===== config.mk =====
export PLATFORM = sky130hd
export DESIGN_NAME = mec_ctrl
export DESIGN_NICKNAME = d
export VERILOG_FILES = /design/src/rtl/mec_pkg.sv /design/src/rtl/mec_ctrl.sv
export SDC_FILE = /design/constraint.sdc
export NUM_CORES = 1
export LEC_CHECK = 0
export BUFFER_PORTS_ARGS = -buffer_cell sky130_fd_sc_hd__buf_2
export CAP_MARGIN = 0
export CORE_AREA = 2 2 39 41
export CTS_BUF_LIST = sky130_fd_sc_hd__clkbuf_2 sky130_fd_sc_hd__clkbuf_4 sky130_fd_sc_hd__clkbuf_8
export DETAILED_ROUTE_END_ITERATION = 7
export DIE_AREA = 0 0 41 43
export PLACE_DENSITY = 0.72
export SETUP_SLACK_MARGIN = 0.2
export SLEW_MARGIN = 40
export SYNTH_ARGS = -nofsm -noshare
export SYNTH_HDL_FRONTEND = slang
export SYNTH_SLANG_ARGS = --single-unit

===== constraint.sdc =====
create_clock -name clk -period 3.25 [get_ports clk]
set_input_delay 0.975 -clock clk [delete_from_list [all_inputs] [get_ports clk]]
set_output_delay 0.975 -clock clk [all_outputs]
set_load 0.02 [all_outputs]

===== src/rtl/mec_pkg.sv =====
package mec_pkg;

	localparam int ITER_CAP_DEF   = 255;
	localparam int COORD_BITS_DEF = 12;
	localparam int FRAC_BITS_DEF  = 28;

	localparam int CTR_W      = 12;
	localparam int SCALE_W    = 24;
	localparam int CNT_W      = 8;
	localparam int CNT_MAX    = (1 << CNT_W) - 1;
	localparam int HUE_W      = 15;
	localparam int SHIFT_W    = 8;
	localparam int IDX_W      = 8;
	localparam int COL_W      = 8;
	localparam int V_FRAC     = 16;
	localparam int V_W        = V_FRAC + 1;
	localparam int DVD_W      = CNT_W + V_FRAC;
	localparam int CFG_IDX_W  = 3;
	localparam int CFG_DATA_W = 24;
	localparam int PAL_DEPTH  = 1 << IDX_W;

	localparam logic [CFG_IDX_W-1:0] REG_ORIGIN_COL   = 3'd0;
	localparam logic [CFG_IDX_W-1:0] REG_ORIGIN_ROW   = 3'd1;
	localparam logic [CFG_IDX_W-1:0] REG_SCALE        = 3'd2;
	localparam logic [CFG_IDX_W-1:0] REG_MAX_ITER     = 3'd3;
	localparam logic [CFG_IDX_W-1:0] REG_HUE_OFFSET   = 3'd4;
	localparam logic [CFG_IDX_W-1:0] REG_INDEX_ROTATE = 3'd5;

	localparam logic [CTR_W-1:0]   ORIGIN_COL_RST   = 12'd600;
	localparam logic [CTR_W-1:0]   ORIGIN_ROW_RST   = 12'd400;
	localparam logic [SCALE_W-1:0] SCALE_RST        = 24'd83886;
	localparam logic [CNT_W-1:0]   MAX_ITER_RST     = 8'd150;
	localparam logic [HUE_W-1:0]   HUE_OFFSET_RST   = 15'd0;
	localparam logic [SHIFT_W-1:0] INDEX_ROTATE_RST = 8'd0;

	typedef struct packed {
		logic [CTR_W-1:0]         origin_col;
		logic [CTR_W-1:0]         origin_row;
		logic [SCALE_W-1:0]       scale;
		logic [CNT_W-1:0]         limit;
		logic signed [HUE_W-1:0]  hue_offset;
		logic [SHIFT_W-1:0]       index_rotate;
	} mec_cfg_t;

	typedef struct packed {
		logic load_in;
		logic map;
		logic init;
		logic mul;
		logic upd;
		logic div_start;
		logic hue;
		logic idx;
		logic rom;
		logic load_out;
	} mec_cmd_t;

	typedef struct packed {
		logic below_limit;
		logic out_of_bounds;
		logic escaped;
		logic div_done;
	} mec_sts_t;

	typedef logic [3*COL_W-1:0] pal_rom_t [PAL_DEPTH];

	localparam logic [63:0] Q60_ONE     = 64'h1000000000000000;
	localparam logic [63:0] Q60_PI      = 64'h3243F6A8885A308D;
	localparam logic [63:0] Q60_HALF_PI = 64'h1921FB54442D1846;
	localparam logic [63:0] Q60_TWO_PI  = 64'h6487ED5110B4611A;

	function automatic logic [63:0] pal_mul_q60(input logic [63:0] a, input logic [63:0] b);
		logic [127:0] p;
		p = {64'd0, a} * {64'd0, b};
		return p[123:60];
	endfunction

	// Taylor series of the sine over the first quadrant, Q60 in and out.
	function automatic logic [63:0] pal_sine(input logic [63:0] a);
		logic [63:0] a2;
		logic [63:0] term;
		logic [63:0] sum;
		a2   = pal_mul_q60(a, a);
		term = a;
		sum  = a;
		term = pal_mul_q60(term, a2) / 64'd6;   sum = sum - term;
		term = pal_mul_q60(term, a2) / 64'd20;  sum = sum + term;
		term = pal_mul_q60(term, a2) / 64'd42;  sum = sum - term;
		term = pal_mul_q60(term, a2) / 64'd72;  sum = sum + term;
		term = pal_mul_q60(term, a2) / 64'd110; sum = sum - term;
		term = pal_mul_q60(term, a2) / 64'd156; sum = sum + term;
		term = pal_mul_q60(term, a2) / 64'd210; sum = sum - term;
		term = pal_mul_q60(term, a2) / 64'd272; sum = sum + term;
		term = pal_mul_q60(term, a2) / 64'd342; sum = sum - term;
		term = pal_mul_q60(term, a2) / 64'd420; sum = sum + term;
		term = pal_mul_q60(term, a2) / 64'd506; sum = sum - term;
		return sum;
	endfunction

	function automatic logic [COL_W-1:0] pal_wave(input logic [63:0] ang);
		logic [63:0] x;
		logic [63:0] s;
		logic [63:0] u;
		logic [63:0] b;
		logic        neg;
		x   = ang;
		neg = 1'b0;
		if (x >= Q60_TWO_PI) x = x - Q60_TWO_PI;
		if (x >= Q60_TWO_PI) x = x - Q60_TWO_PI;
		if (x >= Q60_PI) begin
			x   = x - Q60_PI;
			neg = 1'b1;
		end
		if (x > Q60_HALF_PI) x = Q60_PI - x;
		s = pal_sine(x);
		if (s > Q60_ONE) s = Q60_ONE;
		u = neg ? (Q60_ONE - s) : (Q60_ONE + s);
		b = (64'd255 * (u >> 21) + 64'd4096) >> 41;
		return (b > 64'd255) ? 8'hFF : b[COL_W-1:0];
	endfunction

	function automatic pal_rom_t pal_build();
		pal_rom_t    rom;
		logic [63:0] ang;
		for (int i = 0; i < PAL_DEPTH; i++) begin
			ang = (Q60_PI >> 7) * 64'(i) + (((Q60_PI & 64'd127) * 64'(i)) >> 7);
			rom[i] = {pal_wave(ang), pal_wave(ang + (64'd2 << 60)),
				pal_wave(ang + (64'd4 << 60))};
		end
		return rom;
	endfunction

	localparam pal_rom_t PALETTE_ROM = pal_build();

endpackage


===== src/rtl/mec_ctrl.sv =====
module mec_ctrl (
	input  logic               clk,
	input  logic               arst_n,
	input  logic               in_valid,
	output logic               in_ready,
	output logic               out_valid,
	input  logic               out_ready,
	input  mec_pkg::mec_sts_t  sts,
	output mec_pkg::mec_cmd_t  cmd
);
	import mec_pkg::*;

	localparam logic [3:0] S_IDLE  = 4'd0;
	localparam logic [3:0] S_MAP   = 4'd1;
	localparam logic [3:0] S_INIT  = 4'd2;
	localparam logic [3:0] S_MUL   = 4'd3;
	localparam logic [3:0] S_ADD   = 4'd4;
	localparam logic [3:0] S_DIVST = 4'd5;
	localparam logic [3:0] S_DIV   = 4'd6;
	localparam logic [3:0] S_HUE   = 4'd7;
	localparam logic [3:0] S_IDX   = 4'd8;
	localparam logic [3:0] S_ROM   = 4'd9;
	localparam logic [3:0] S_DONE  = 4'd10;

	logic [3:0] state_q, state_d;
	logic       out_valid_q;

	always_comb begin
		state_d = state_q;
		cmd     = '0;
		unique case (state_q)
			S_IDLE: begin
				cmd.load_in = in_valid;
				if (in_valid) state_d = S_MAP;
			end
			S_MAP: begin
				cmd.map = 1'b1;
				state_d = S_INIT;
			end
			S_INIT: begin
				cmd.init = 1'b1;
				state_d  = S_MUL;
			end
			S_MUL: begin
				cmd.mul = 1'b1;
				if (!sts.below_limit || sts.out_of_bounds) begin
					state_d = S_DIVST;
				end else begin
					state_d = S_ADD;
				end
			end
			S_ADD: begin
				if (sts.escaped) begin
					state_d = S_DIVST;
				end else begin
					cmd.upd = 1'b1;
					state_d = S_MUL;
				end
			end
			S_DIVST: begin
				cmd.div_start = 1'b1;
				state_d       = S_DIV;
			end
			S_DIV: begin
				if (sts.div_done) state_d = S_HUE;
			end
			S_HUE: begin
				cmd.hue = 1'b1;
				state_d = S_IDX;
			end
			S_IDX: begin
				cmd.idx = 1'b1;
				state_d = S_ROM;
			end
			S_ROM: begin
				cmd.rom = 1'b1;
				state_d = S_DONE;
			end
			S_DONE: begin
				if (!out_valid_q || out_ready) begin
					cmd.load_out = 1'b1;
					state_d      = S_IDLE;
				end
			end
			default: begin
				state_d = S_IDLE;
			end
		endcase
	end

	always_ff @(posedge clk or negedge arst_n) begin
		if (!arst_n) begin
			state_q     <= S_IDLE;
			out_valid_q <= 1'b0;
		end else begin
			state_q <= state_d;
			if (cmd.load_out) begin
				out_valid_q <= 1'b1;
			end else if (out_ready) begin
				out_valid_q <= 1'b0;
			end
		end
	end

	assign in_ready  = state_q == S_IDLE;
	assign out_valid = out_valid_q;

	a_no_overwrite: assert property (@(posedge clk) disable iff (!arst_n)
		cmd.load_out |-> (!out_valid_q || out_ready))
		else $error("Result register loaded while holding an untaken transaction.");

	a_div_done_waited: assert property (@(posedge clk) disable iff (!arst_n)
		sts.div_done |-> (state_q == S_DIV))
		else $error("Divider finished while the controller was not waiting for it.");

	a_load_leaves_busy: assert property (@(posedge clk) disable iff (!arst_n)
		cmd.load_out |=> in_ready)
		else $error("Controller did not return to accept input after a result.");

endmodule


Yosys cells after proc, flatten, opt, wreduce, memory -nomap -nowiden
Cells that the tools add are included. Widths: inputs -> output; s select.

Bits in registers: 5. Latch bits: 0. Bits in writable memories: 0. Bits in read-only memories: 0. Bits of input ports: 8. Logic and storage cells: 42. Memories kept: 0.

Add/subtract/negate cells: 0. Multiply operators: 0. Div/mod/pow operators: 0. Magnitude comparators: 0. Equality and inequality tests: 13. Shift-type cells: 0. Muxes and demuxes: 20. Bitwise gates (word level): 0. Reductions and logical operators: 7.

Operators with widths (count): $pmux 4 s11 (1); $eq 4x3->1 const B (4); $mux 1 (15); $eq 4x4->1 const B (3); $mux 4 (3); $eq 4x2->1 const B (2); $ne 2x2->1 const B (3); $eq 4x1->1 const B (1); $logic_not 4->1 (1); $mux 3 (1); $reduce_and 3->1 (1); $logic_not 1->1 (2); $logic_or 1x1->1 (2); $reduce_bool 2->1 (1).

Depth between registers and ports, before layout
Depth in word-level cells: 5. Gate-level depth with buffers: 4.

Least setup slack after synthesis
OpenSTA, ideal clock, no wires.

Path kind: input to output. Start: input port sts[1] in the netlist's numbering. End: output port cmd[5] in the netlist's numbering. Arrival time: 1.649 ns. Required time: 2.275 ns. Path slack: 0.626 ns. Stages: 1. Path through: nor4_1.

Word-level cells in the longest chain between the ends: 2.

Ends and longest elaborated chain: from (decl) (line mec_ctrl.sv:8) `input mec_pkg::mec_sts_t sts,`; $mux 1 (line mec_ctrl.sv:53) `if (sts.escaped) begin`; $mux 1 (line mec_ctrl.sv:31) `unique case (state_q)`; to (decl) (line mec_ctrl.sv:9) `output mec_pkg::mec_cmd_t cmd`.

Every way passes these cells.

==> run summary <==
per-cell routed wire length = 11.8 um
Crit path depth = 4
Seq cells post-synth = 5
nets@finish = 77
Critical Path Slowest Stage Cell = nand2b_1
crit path cell chain = buf_2 -> nand2b_1 -> nor2b_1 -> buf_2
worst-margin pin slew = 528 ps
placed cell count = 80
ANT cells = 0
first-pass GRT wire length = 1750 um
Top cell by count, worst path = buf_2
Max-Slew Margin vs Limit = 64.8%
Synth area leaders = dfrtp_1 (28%), nand2b_1 (7.0%), a2111oi_4 (6.2%)
fin crit share = 77.5%
crit start category = input pin
largest area contributor in the netlist = dfrtp_1
WP buf/inv = 2
die height = 43 um
Clk pin slew, worst setup/hold paths = 50 ps
Slew Limit Fails = 0
DP HPWL = 706 um
iteration count of the initial detailed-routing pass = 4
total congestion overflow = 0
Initial Utilization = 32.2%
I/O Buffers = 19
Placeable Area = 1380 um2
Overall Power = 603 uW
Ys Warns = 0
Tightest Hold Check Type = in2async
share of layout cells above drive strength 1 = 45.6%
status = completed
DRT iter0 DRCs = 7
Final Hold Vio Count = 0
Non-Filler Instances = 84
Syn Area/Cell = 9.09 um2
setup ws final = 733 ps
PostCTS Resize Cnt = 0
RSZ-0062 raised after global routing = false
Synth Instances = 49
Max Cap Violations = 0
hold_buf cts = 0
CP Max Fanout = 4
Max Freq = 397 MHz
mapped cell area = 445 um2
pwr/cell area = 1080 nW/um2
Clk Latency, worst-skew pair = 250 ps
share of the yosys chip area belonging to registers = 28.1%
CP arrival = 1540 ps
initial antenna violation count = 0
Crit path max-delay family = simple AND/OR/NAND/NOR gates
Place WS = 732 ps
Max clock buf depth = 2
reg2reg path depth = 3
CTS Buf Count = 3
Final Instance Area = 556 um2
clock sinks = 5
via count = 439
Mapped Nets = 57
CTS root buf = clkbuf_4
worst r2r src = state_q[3]$_DFFE_PN0P_
Antenna Violating Nets Remaining = 0
setup TNS = 0 ps
Setup Skew = 4.27 ps
LEAKAGE = 0.000285 uW
Setup-failing EPs final = 0
crit end category = output port
largest net degree at the start of global routing = 17
min cycle time layout = 2520 ps
CP Launch Point = out_ready
worst-case register-to-register setup slack = 1940 ps
H-tree lvl count = 1
I/O pin count = 20
WP data required = 2270 ps
max incr delay on CP = 170 ps
gpl congestion = 0.774
vias in the first global route = 399
Worst IR Drop VDD = 0.304 mV
Total GRT Usage = 14.8%
Synth cell types = 30
final WL = 994 um
die width = 41 um
RR Endpoint = state_q[0]$_DFFE_PN0P_
Die Area = 1760 um2
# rows = 14
Post-CTS Setup Repair Bufs = 0
Area growth syn-to-layout = 24.7%
Synth top area share = 28.1%
DP Area = 526 um2
drc violations = 0
CTS tree = done
vias per cell = 5.23
kind of critical path = in2out
-- stage by stage --
| stage | hold WS [ps] | util, % |
|---|---|---|
| after floorplan | 548 | - |
| after global placement | 551 | 38.0 |
| after global routing | 522 | 40.1 |
| final | 525 | 40.1 |
| after detailed placement | 548 | 38.0 |
| after CTS | 524 | 40.1 |
-- synth_stat cells (all sizes together) --
master and instances:
nand3 1, buf 4, a31oi 1, o211ai 1, and2 1, nor2 7
and3 2, inv 1, a21o 1, nor3 2, nor4 1, and2b 1
a2111oi 1, dfrtp 5, or2 1, o211a 1, nand2 3, a2bb2oi 1
nor4bb 1, o21ai 3, o41ai 1, nand2b 5, nor2b 2, nor3b 2
-- worst register-to-register path: cells and delay by family (launching register included) --
kind	cells	cell delay [ps]
flip-flops	1	510
AND/OR/NAND/NOR	2	430
AO/OA/AOI/OAI	1	240
-- kinds of logic (layout without fill, tap and decap cells) --
group | after synthesis | after routing | share of synthesized area [%]
AOI/OAI and AO/OA | 10 | 10 | 23.9
buffers and inverters | 5 | 24 | 8.71
and+or+nand+nor | 29 | 29 | 39.3
DFF | 5 | 5 | 28.1
-- sequential cells by signal (all words and copies together) (netlist names) --
register	cells
state_q	4
out_valid	1
-- where the power goes --
part           switching (uW)  internal [uW]
combinational             177            151
sequential               98.2           91.5
clock                    30.2           55.0
total                     305            297
-- worst max path at each step --
| stage | endpoint |
|---|---|
| 5_1_grt | cmd[9] |
| 3_5_place_dp | cmd[0] |
| 3_3_place_gp | cmd[0] |
| 4_1_cts | cmd[0] |
| 2_1_floorplan | cmd[5] |
| 6_report | cmd[0] |
-- layout make-up --
cell class	count	area [um2]
Sequential cell	5	125
Clock buffer	4	30.0
Fill cell	152	828
Multi-Input combinational cell	39	282
Timing Repair Buffer	19	95.1
Inverter	1	3.75
Tap cell	16	20.0
-- placed cells by master (no fill, tap or decap), drive strengths merged, types with 2 or more instances in the layout --
master and count:
nand2b 5, nor3 2, clkbuf 4, nor2 7
and3 2, buf 19, nor2b 2, nand2 3
dfrtp 5, o21ai 3, nor3b 2
-- metal layers --
metal	track usage [%]	vias to the layer above	wire length, um	part of all wire (%)
li1	-	216	-	-
met1	20.0	209	388	39
met2	20.0	11	528	53
met3	3.66	3	52	5.2
met4	10.0	0	23	2.3
met5	0	-	0	0
Power figures use the tool's default switching activity.
